## src/sv/mtk_pkg.sv

```systemverilog
// Package of types, constants and the letter pattern table for the Morse text keyer.
package mtk_pkg;

   localparam int CHAR_W  = 8;
   localparam int UNITS_W = 3;
   localparam int TEXT_W  = 7;
   localparam int PAT_W   = 16;
   localparam int IDX_W   = 5;

   typedef logic [CHAR_W-1:0]  char_type;
   typedef logic [UNITS_W-1:0] units_type;
   typedef logic [TEXT_W-1:0]  text_type;
   typedef logic [PAT_W-1:0]   pattern_type;
   typedef logic [IDX_W-1:0]   letter_idx_type;

   localparam units_type UNITS_NONE   = 3'd0;
   localparam units_type UNITS_DOT    = 3'd1;
   localparam units_type UNITS_DASH   = 3'd3;
   localparam units_type UNITS_LETTER = 3'd3;
   localparam units_type UNITS_WORD   = 3'd7;

   localparam text_type TEXT_NONE  = 7'h00;
   localparam text_type TEXT_DOT   = 7'h2E;
   localparam text_type TEXT_DASH  = 7'h2D;
   localparam text_type TEXT_SPACE = 7'h20;
   localparam text_type TEXT_NL    = 7'h0A;

   localparam char_type CHAR_UPPER_A = 8'h41;
   localparam char_type CHAR_UPPER_Z = 8'h5A;
   localparam char_type CHAR_LOWER_A = 8'h61;
   localparam char_type CHAR_LOWER_Z = 8'h7A;
   localparam char_type CHAR_SPACE   = 8'h20;
   localparam char_type CASE_OFFSET  = 8'h20;

   // Letter patterns, MSB first: one 1-bit is a dot, three 1-bits a dash,
   // a single 0-bit separates elements, and the pattern ends after its last 1-bit.
   function automatic pattern_type letter_pattern(input letter_idx_type idx);
      pattern_type pat;
      unique case (idx)
         5'd0:  pat = 16'hB800;
         5'd1:  pat = 16'hEA80;
         5'd2:  pat = 16'hEBA0;
         5'd3:  pat = 16'hEA00;
         5'd4:  pat = 16'h8000;
         5'd5:  pat = 16'hAE80;
         5'd6:  pat = 16'hEE80;
         5'd7:  pat = 16'hAA00;
         5'd8:  pat = 16'hA000;
         5'd9:  pat = 16'hBBB8;
         5'd10: pat = 16'hEB80;
         5'd11: pat = 16'hBA80;
         5'd12: pat = 16'hEE00;
         5'd13: pat = 16'hE800;
         5'd14: pat = 16'hEEE0;
         5'd15: pat = 16'hBBA0;
         5'd16: pat = 16'hEEB8;
         5'd17: pat = 16'hBA00;
         5'd18: pat = 16'hA800;
         5'd19: pat = 16'hE000;
         5'd20: pat = 16'hAE00;
         5'd21: pat = 16'hAB80;
         5'd22: pat = 16'hBB80;
         5'd23: pat = 16'hEAE0;
         5'd24: pat = 16'hEBB8;
         5'd25: pat = 16'hEEA0;
         default: pat = '0;
      endcase
      return pat;
   endfunction

endpackage

```

## src/sv/morse_text_keyer.sv

```systemverilog
// Morse text keyer: turns text bytes into timed LED segments and a readback transcript.
//
// The block takes one text byte per input transfer and keys it as international
// Morse code. Each output transfer is one LED segment (lit or dark, with a length
// in dot units), a transcript-only character, or both. Lower-case letters are
// folded to upper case; bytes other than letters and space produce nothing.
// Each letter is followed by a transcript space and, if an earlier letter of the
// message came before it, preceded by a 3-unit dark gap, or by a 7-unit word gap
// carrying three spaces when a space came between the two. A byte flagged as the
// end of the message adds a newline and clears the letter and word-break flags.
// The input side is stalled while a byte is being keyed: the idle state takes a
// byte in, and the keying sequencer then walks its letter pattern through a single
// shifter and issues one output transfer per cycle through the output register
// while the output side does not stall, so a new byte is taken only once the
// previous one is fully keyed.
module morse_text_keyer
   import mtk_pkg::*;
(
   input  logic            clock,
   input  logic            reset,
   input  logic            req_valid,
   output logic            req_stall,
   input  char_type        req_char_code,
   input  logic            req_end_of_message,
   output logic            rsp_valid,
   input  logic            rsp_stall,
   output logic            rsp_led_on,
   output units_type       rsp_units,
   output text_type        rsp_text_char,
   output logic            rsp_last_result
);

   // Sequencer states.
   localparam logic [2:0] S_IDLE = 3'd0;  // waiting for a byte
   localparam logic [2:0] S_WGAP = 3'd1;  // 7-unit word gap with its first space
   localparam logic [2:0] S_WSP1 = 3'd2;  // second space of the word gap
   localparam logic [2:0] S_WSP2 = 3'd3;  // third space of the word gap
   localparam logic [2:0] S_LGAP = 3'd4;  // 3-unit gap between letters
   localparam logic [2:0] S_ELEM = 3'd5;  // one dot or dash
   localparam logic [2:0] S_EGAP = 3'd6;  // 1-unit gap between elements
   localparam logic [2:0] S_TAIL = 3'd7;  // transcript space after a letter

   logic [2:0]  state_ff, state_in;
   logic        letter_seen_ff, letter_seen_in;
   logic        space_pending_ff, space_pending_in;
   logic        eom_ff, eom_in;
   logic        nl_due_ff, nl_due_in;
   pattern_type pattern_ff, pattern_in;

   logic        rsp_valid_ff, rsp_valid_in;
   logic        led_ff, led_in;
   units_type   units_ff, units_in;
   text_type    text_ff, text_in;
   logic        last_ff, last_in;

   logic        accept;
   logic        emit_ok;
   logic        emit;
   char_type    folded;
   logic        is_letter;
   logic        is_space;
   char_type    letter_off;
   logic        is_dash;
   pattern_type shifted;

   // A new byte is taken only when the sequencer has finished the previous one.
   // The newline for an end of message is sequenced as the idle state's own
   // output, so the sequencer is busy while it is due.
   assign req_stall = (state_ff != S_IDLE) || nl_due_ff;
   assign accept    = req_valid && !req_stall;

   // The output register can be loaded when empty or when its transfer completes.
   assign emit_ok = !rsp_valid_ff || !rsp_stall;

   // Fold the byte to upper case and classify it.
   always_comb begin
      folded = req_char_code;
      if (req_char_code >= CHAR_LOWER_A && req_char_code <= CHAR_LOWER_Z) begin
         folded = req_char_code - CASE_OFFSET;
      end
      is_letter  = (folded >= CHAR_UPPER_A) && (folded <= CHAR_UPPER_Z);
      is_space   = (folded == CHAR_SPACE);
      letter_off = folded - CHAR_UPPER_A;
   end

   // The shared shifter: a dash is three 1-bits and its separator, a dot one
   // 1-bit and its separator. Whatever is left after the shift is the rest of
   // the letter; an all-zero remainder means the letter is done.
   assign is_dash = (pattern_ff[PAT_W-1 -: 3] == 3'b111);
   assign shifted = is_dash ? (pattern_ff << 4) : (pattern_ff << 2);

   always_comb begin
      state_in         = state_ff;
      letter_seen_in   = letter_seen_ff;
      space_pending_in = space_pending_ff;
      eom_in           = eom_ff;
      nl_due_in        = nl_due_ff;
      pattern_in       = pattern_ff;
      emit             = 1'b0;
      led_in           = 1'b0;
      units_in         = UNITS_NONE;
      text_in          = TEXT_NONE;
      last_in          = 1'b0;

      unique case (state_ff)
         S_IDLE: begin
            if (nl_due_ff) begin
               // End of message: transcript-only newline, always the last transfer.
               if (emit_ok) begin
                  emit      = 1'b1;
                  text_in   = TEXT_NL;
                  last_in   = 1'b1;
                  nl_due_in = 1'b0;
               end
            end else if (accept) begin
               eom_in     = req_end_of_message;
               pattern_in = letter_pattern(letter_off[IDX_W-1:0]);
               if (is_letter) begin
                  if (!letter_seen_ff) begin
                     state_in = S_ELEM;
                  end else if (space_pending_ff) begin
                     state_in = S_WGAP;
                  end else begin
                     state_in = S_LGAP;
                  end
                  letter_seen_in   = 1'b1;
                  space_pending_in = 1'b0;
               end else begin
                  if (is_space && letter_seen_ff) begin
                     space_pending_in = 1'b1;
                  end
                  nl_due_in = req_end_of_message;
               end
               if (req_end_of_message) begin
                  letter_seen_in   = 1'b0;
                  space_pending_in = 1'b0;
               end
            end
         end
         S_WGAP: begin
            if (emit_ok) begin
               emit     = 1'b1;
               units_in = UNITS_WORD;
               text_in  = TEXT_SPACE;
               state_in = S_WSP1;
            end
         end
         S_WSP1: begin
            if (emit_ok) begin
               emit     = 1'b1;
               text_in  = TEXT_SPACE;
               state_in = S_WSP2;
            end
         end
         S_WSP2: begin
            if (emit_ok) begin
               emit     = 1'b1;
               text_in  = TEXT_SPACE;
               state_in = S_ELEM;
            end
         end
         S_LGAP: begin
            if (emit_ok) begin
               emit     = 1'b1;
               units_in = UNITS_LETTER;
               state_in = S_ELEM;
            end
         end
         S_ELEM: begin
            if (emit_ok) begin
               emit       = 1'b1;
               led_in     = 1'b1;
               units_in   = is_dash ? UNITS_DASH : UNITS_DOT;
               text_in    = is_dash ? TEXT_DASH : TEXT_DOT;
               pattern_in = shifted;
               state_in   = (shifted != '0) ? S_EGAP : S_TAIL;
            end
         end
         S_EGAP: begin
            if (emit_ok) begin
               emit     = 1'b1;
               units_in = UNITS_DOT;
               state_in = S_ELEM;
            end
         end
         S_TAIL: begin
            if (emit_ok) begin
               emit      = 1'b1;
               text_in   = TEXT_SPACE;
               last_in   = !eom_ff;
               nl_due_in = eom_ff;
               state_in  = S_IDLE;
            end
         end
         default: begin
            state_in = S_IDLE;
         end
      endcase
   end

   // The output register holds its transfer until the far side takes it.
   always_comb begin
      if (emit) begin
         rsp_valid_in = 1'b1;
      end else begin
         rsp_valid_in = rsp_valid_ff && rsp_stall;
      end
   end

   always_ff @(posedge clock) begin
      if (reset) begin
         state_ff         <= S_IDLE;
         letter_seen_ff   <= 1'b0;
         space_pending_ff <= 1'b0;
         nl_due_ff        <= 1'b0;
         rsp_valid_ff     <= 1'b0;
      end else begin
         state_ff         <= state_in;
         letter_seen_ff   <= letter_seen_in;
         space_pending_ff <= space_pending_in;
         nl_due_ff        <= nl_due_in;
         rsp_valid_ff     <= rsp_valid_in;
      end
   end

   always_ff @(posedge clock) begin
      eom_ff     <= eom_in;
      pattern_ff <= pattern_in;
      if (emit) begin
         led_ff   <= led_in;
         units_ff <= units_in;
         text_ff  <= text_in;
         last_ff  <= last_in;
      end
   end

   assign rsp_valid       = rsp_valid_ff;
   assign rsp_led_on      = led_ff;
   assign rsp_units       = units_ff;
   assign rsp_text_char   = text_ff;
   assign rsp_last_result = last_ff;

   // A word break can only be pending once a letter has been keyed.
   assert property (@(posedge clock) disable iff (reset)
      space_pending_ff |-> letter_seen_ff)
      else $error("space pending without a letter seen");

   // Keying an element always has pattern bits left to key.
   assert property (@(posedge clock) disable iff (reset)
      (state_ff == S_ELEM) |-> (pattern_ff != '0))
      else $error("element state with an empty pattern");

   // A byte that ends the message leaves both flags clear.
   assert property (@(posedge clock) disable iff (reset)
      (accept && req_end_of_message) |=> (!letter_seen_ff && !space_pending_ff))
      else $error("flags not cleared at end of message");

   // Loading the final transfer of a byte returns the sequencer to idle.
   assert property (@(posedge clock) disable iff (reset)
      (emit && last_in) |=> (state_ff == S_IDLE && !nl_due_ff))
      else $error("sequencer busy after final transfer");

endmodule

```

## config.mk

```make
export PLATFORM = sky130hd
export DESIGN_NAME = morse_text_keyer
export DESIGN_NICKNAME = d
export VERILOG_FILES = /design/src/sv/mtk_pkg.sv /design/src/sv/morse_text_keyer.sv
export SDC_FILE = /design/constraint.sdc
export NUM_CORES = 1
export LEC_CHECK = 0
export BUFFER_PORTS_ARGS = -buffer_cell sky130_fd_sc_hd__buf_2
export CORE_MARGIN = 8
export CORE_UTILIZATION = 28
export CTS_CLUSTER_SIZE = 30
export DETAILED_ROUTE_END_ITERATION = 8
export HOLD_SLACK_MARGIN = 0.06
export SYNTH_ARGS = -nofsm -noshare
export SYNTH_HDL_FRONTEND = slang
export SYNTH_SLANG_ARGS = --single-unit
```

## constraint.sdc

```tcl
create_clock -name clock -period 4 [get_ports clock]
set_clock_uncertainty 0.2 [all_clocks]
set_input_delay 0.8 -clock clock [delete_from_list [all_inputs] [get_ports clock]]
set_output_delay 0.8 -clock clock [all_outputs]
set_load 0.05 [all_outputs]
```

### Yosys cells after proc, flatten, opt, wreduce, memory -nomap -nowiden

Memory sizes are Yosys's and may differ from the RTL's.
Cells that the tools add are included.
Widths: inputs -> output; s select.

* memories kept: 1
* output and inout port bits: 14
* register bits after elaboration: 36
* word-level logic and storage cells: 110
* ROM bits: 416
* bits of input ports: 13

* muxes and demuxes: 47
* reduce and logical (&&, ||, !) cells: 27
* bitwise gates (word level): 1
* add/subtract/negate cells: 2
* magnitude comparators: 4
* equality and inequality tests: 17

Memory list
* (name not given): depth 32, bits a word 13, rd ports 1, clocked after Yosys merged registers in 0, wr ports 0, RTL line mtk_pkg.sv:39 `unique case (idx)`

Operators with widths (count)
* $mux 16: 4
* $mux 3: 11
* $pmux 16 s2: 1
* $pmux 3 s6: 1
* $pmux 6 s3: 1
* $ge 8x7->1 const B: 2
* $le 8x7->1 const B: 2
* $mux 1: 16
* $reduce_bool 16->1: 1
* $eq 3x3->1 const B: 5
* $ne 2x2->1 const B: 7
* $mux 6: 2
* $pmux 3 s4: 1
* $reduce_and 4->1: 3
* $eq 8x6->1 const B: 1
* $mux 2: 4
* $mux 4: 2
* $mux 8: 1
* $reduce_and 8->1: 1
* $sub 8x6->8 const B: 1
* $reduce_or 7->1: 1
* $eq 3x2->1 const B: 2
* $pmux 1 s2: 3
* $reduce_bool 2->1: 3
* other kinds (13): 22

### Longest topological paths before layout

* word-level depth: 9
* mapped depth: 10
* mapped depth without buffers: 7

### Worst setup path before layout

Ideal clock, no wire load.

* kind: in2reg
* start: input req_char_code[0]
* end: register pattern_ff[14] (data pin)
* arrival: 2596 ps
* path slack: 929 ps
* setup time: 275 ps
* required time: 3525 ps
* path buffers: 2
* stages: 9
* cell sequence: clkbuf_1 > inv_1 > ha_1 > clkbuf_1 > nor2b_1 > o21ai_0 > o21ai_0 > a2111oi_0 > a211oi_2

* word-level cells in the longest chain between the ends: 8
* elaborated cells between the ends (all ways): 10
* classes of those cells: 2 x add/sub; 2 x order compare; 4 x mux; 1 x reduce/logical; 1 x memory

Ends and longest elaborated chain
* start: declaration: RTL line morse_text_keyer.sv:23 `input char_type req_char_code,`
* $ge 8x7->1 or $le 8x7->1 (tied branches): RTL line morse_text_keyer.sv:78 `if (req_char_code >= CHAR_LOWER_A && req_char_code <= CHAR_LOWER_Z) begin`
* $logic_and 1x1->1: RTL line morse_text_keyer.sv:78
* $mux 8 *: RTL line morse_text_keyer.sv:78
* $sub 5x1->5 *: RTL line morse_text_keyer.sv:83 `letter_off = folded - CHAR_UPPER_A;`
* $mem_v2 32x13 *
* $mux 16 *: RTL line morse_text_keyer.sv:115 `end else if (accept) begin`
* $mux 16 *: RTL line morse_text_keyer.sv:107 `if (nl_due_ff) begin`
* $pmux 16 s2 *: RTL line morse_text_keyer.sv:105 `unique case (state_ff)`
* named net pattern_in[14]: RTL line morse_text_keyer.sv:48 `pattern_type pattern_ff, pattern_in;`
* end signal: assignment: RTL line morse_text_keyer.sv:228 `pattern_ff <= pattern_in;`
* end: declaration: RTL line morse_text_keyer.sv:48

The timed path passes the listed nets; every way through them passes the cells marked *. The select of a mux whose other input is x is not followed.
A chain may end at the register's enable or synchronous reset.

### Worst setup path after layout

* start: input req_char_code[0]
* end: register pattern_ff[9] (data pin)

The elaborated chain is that of the path after synthesis.

==> out/metrics.cfg <==
[cells_and_area]
antenna_cells = 0
number_of_non_filler_instances_in_the_completed_layout = 380
drive_above_1_share_pct = 18.7
layout_common_cells = nand2_1, buf_2, edfxtp_1
flow.area_growth_from_synthesis_pct = 13.4
mostFrequentLayoutCell = nand2_1
post-route-util_pct = 33.0
final_cell_area_um2 = 2560
final_net_count = 298

[die]
fp.dieW_um = 106
standard_cell_core_area_um2 = 7770
initial_core_util_pct = 29.1
num_io_pins = 27
die_area_um2 = 11200
die_h_um = 106
rows = 32

[setup_path]
critPathMaxFanout = 14
crit_path_end_kind = register
cp_data_arrival_time_ns = 2.93
critical_path.reg2reg.endpoint = pattern_ff[14]
endpoint_required_time_on_the_critical_path_ns = 3.82
setup_slack_on_the_worst_flop_to_flop_path_ns = 1.68
r2r-start = state_ff[0]
timing.setup.critical_path_class = input pin to register
critPathLaunchType = input pin
timing.reg2reg.worst_path_depth = 5

[grt]
grt.total_usage_pct = 9.44
grt_antenna_before_repair = 0
grt_overflow_total = 0
largest_net_degree_at_the_start_of_global_routing = 19
first_pass_grt_wire_length_mm = 8.92
number_of_global_route_vias_before_repair = 1863

[timing]
max_freq_mhz = 321
tmin_final_ns = 3.12
timing_max_transition_violations_final = 0
finalCritPeriodShare_pct = 77.9
hold_violations = 0
setup_viol = 0
worst-slew-pin-transition_ns = 0.714
tns_ns = 0
rel_slew_slack_pct = 52.2
hold_slack_ns = 0.353
grt_setup_unrepaired = no
setup_slack_ns = 0.882

[clock_tree]
number_of_clock_buffers_inserted_by_tritoncts = 5
clk_root_buffer_cell = clkbuf_8
clock_tree.htree_level_count = 2
cts_sinks = 30
cts-root-to-sink-buffers = 2
clkLatencyLatePin_ns = 0.28
number_of_hold_buffers_added_after_cts = 0
tritoncts = built
postCtsResizedCells = 0
clkTransAtPathRegs_ns = 0.07
post-cts-setup-buffer-count = 0

[power_and_ir_drop]
power.share.clock_pct = 18.2
p_int_mw = 0.880
power_switching_mw = 0.724
power.density_cell_area_nw_per_um2 = 627
power.total_mw = 1.60
pwr-share-comb_pct = 45.0
vdd.ir_drop.worst_mv = 0.164
seq_power_share_pct = 36.8
power_switching_share_pct = 45.1
power.leakage_nw = 0.986

[synthesis]
most_area_hungry_cell_type_in_the_yosys_netlist = edfxtp_1
synth-main-ff-cell = edfxtp_1
mappedNetlistArea_um2 = 2260
synth_seq_cells = 30
yosysWarningCount = 0
postSynthAreaPerCell_um2 = 8.69
count_of_unique_library_cells_instantiated_by_yosys = 64
synth_enable_flop_cells = 23
synth_top_area_share_pct = 30.6
synth_seq_area_share_pct = 36.8
syn_inst = 260
postSynth.asyncResetShare_pct = 0
yosys-top-cells-area = edfxtp_1, dfxtp_1, ha_1

[drt]
post-route-drc-count = 0
routed_wl_mm = 5.41
met2WireLength_mm = 2.44
route.detailed.vias_per_inst = 5.17
ant_nets = 0
drt_pre_antenna_iters = 4
detailroute.via_count = 1965
dr.first_iter.drc_count = 133
post_route_m1_wl_mm = 2.62
maxUsedRoutingLayer = met4
routedWlPerCell_um = 14.2
wl_met3_um = 254

[place]
dpl-instance-area_um2 = 2450
placement.setup.worst_slack_ns = 0.611
placed_cells = 372
place_congestion = 0.859
place.detailed.hpwl_mm = 4.03
place.port_buffers = 24

[hold_path]
timing.hold.worst_path_depth = 1
min_to = letter_seen_ff
hold_path_startpoint = letter_seen_ff
hp-class = register to register

[outcome]
outcome = complete, no violations

[run]
max_cap_viol_count = 0

routing by layer:
metal  global-route usage [%]  vias to the layer above
li1                         -                     1000
met5                        0                        -
met1                     11.8                      913
met4                     4.22                        0
met2                     15.3                       47
met3                     1.95                        5
area by class of cell:
cell class | instances | area (um2)
fillers | 845 | 5210
multi-input cells | 198 | 1280
inverters | 11 | 41.3
flip-flops and latches | 30 | 831
well taps | 102 | 128
repair buffers | 31 | 173
clock buffers | 8 | 111
synthesized netlist by cell type, types with 2 or more instances:
library cell / number
buf_4: 3
o221ai_1: 2
nand2b_1: 3
a22oi_1: 2
o21bai_1: 2
a211oi_1: 5
inv_1: 11
nor2_1: 22
dfxtp_1: 7
clkbuf_1: 12
a31o_2: 2
o21ai_1: 2
buf_6: 2
a311oi_1: 2
a31oi_1: 4
a21oi_1: 19
nand3_1: 7
o31ai_1: 2
o21ai_0: 13
xor2_1: 2
xnor2_1: 3
buf_2: 4
nor4_1: 5
and2_1: 3
o22ai_1: 4
nand2_1: 25
mux2i_1: 4
a211o_1: 2
edfxtp_1: 23
or2_2: 2
and3_1: 4
nor2b_1: 3
o311a_1: 2
o2111ai_1: 2
o21a_1: 3
nor3_1: 11
ha_1: 8
nor4b_1: 2
critical path, cell delays in order:
cell and delay, ns:
buf_2 0.23, inv_1 0.19, ha_1 0.35, xnor2_1 0.16
buf_4 0.18, nor4_1 0.62, o21ai_0 0.19, o2111ai_1 0.12
o21ai_0 0.10
power by group through the flow:
| stage | combinational, mW | sequential, mW | clock (mW) |
|---|---|---|---|
| 6_report | 0.722 | 0.591 | 0.292 |
| 5_1_grt | 0.785 | 0.610 | 0.306 |
| 4_1_cts | 0.729 | 0.592 | 0.297 |
| 3_5_place_dp | 0.727 | 0.598 | 0 |
| 3_3_place_gp | 0.722 | 0.596 | 0 |
| 2_1_floorplan | 0.395 | 0.759 | 0 |
how the worst max path moves through the flow:
stage                          start              to  cells past startpoint
finish              req_char_code[0]   pattern_ff[9]                      9
global route        req_char_code[0]   pattern_ff[9]                      9
CTS                 req_char_code[0]   pattern_ff[9]                      9
detailed placement  req_char_code[0]   pattern_ff[9]                      9
global placement    req_char_code[0]   pattern_ff[9]                      9
floorplan           req_char_code[0]  pattern_ff[14]                      9
logic make-up (layout without fill, tap and decap cells):
kind of cell	after synthesis	in the layout	synth area share (%)
AO/OA/AOI/OAI	84	84	26.8
XOR/XNOR	5	5	1.94
adder cells (fa/ha/maj)	8	8	4.43
buffers and inverters	33	50	6.87
flip-flops	30	30	36.8
multiplexers	4	4	1.77
other	1	2	0.166
AND/OR/NAND/NOR	95	95	21.3
registers in the layout (all words and copies together) (netlist names):
signal            flops
space_pending_ff      1
rsp_led_on            1
rsp_last_result       1
rsp_text_char         5
state_ff              3
nl_due_ff             1
rsp_valid             1
rsp_units             3
letter_seen_ff        1
eom_ff                1
pattern_ff           12
(Power assumes the default switching activity.)
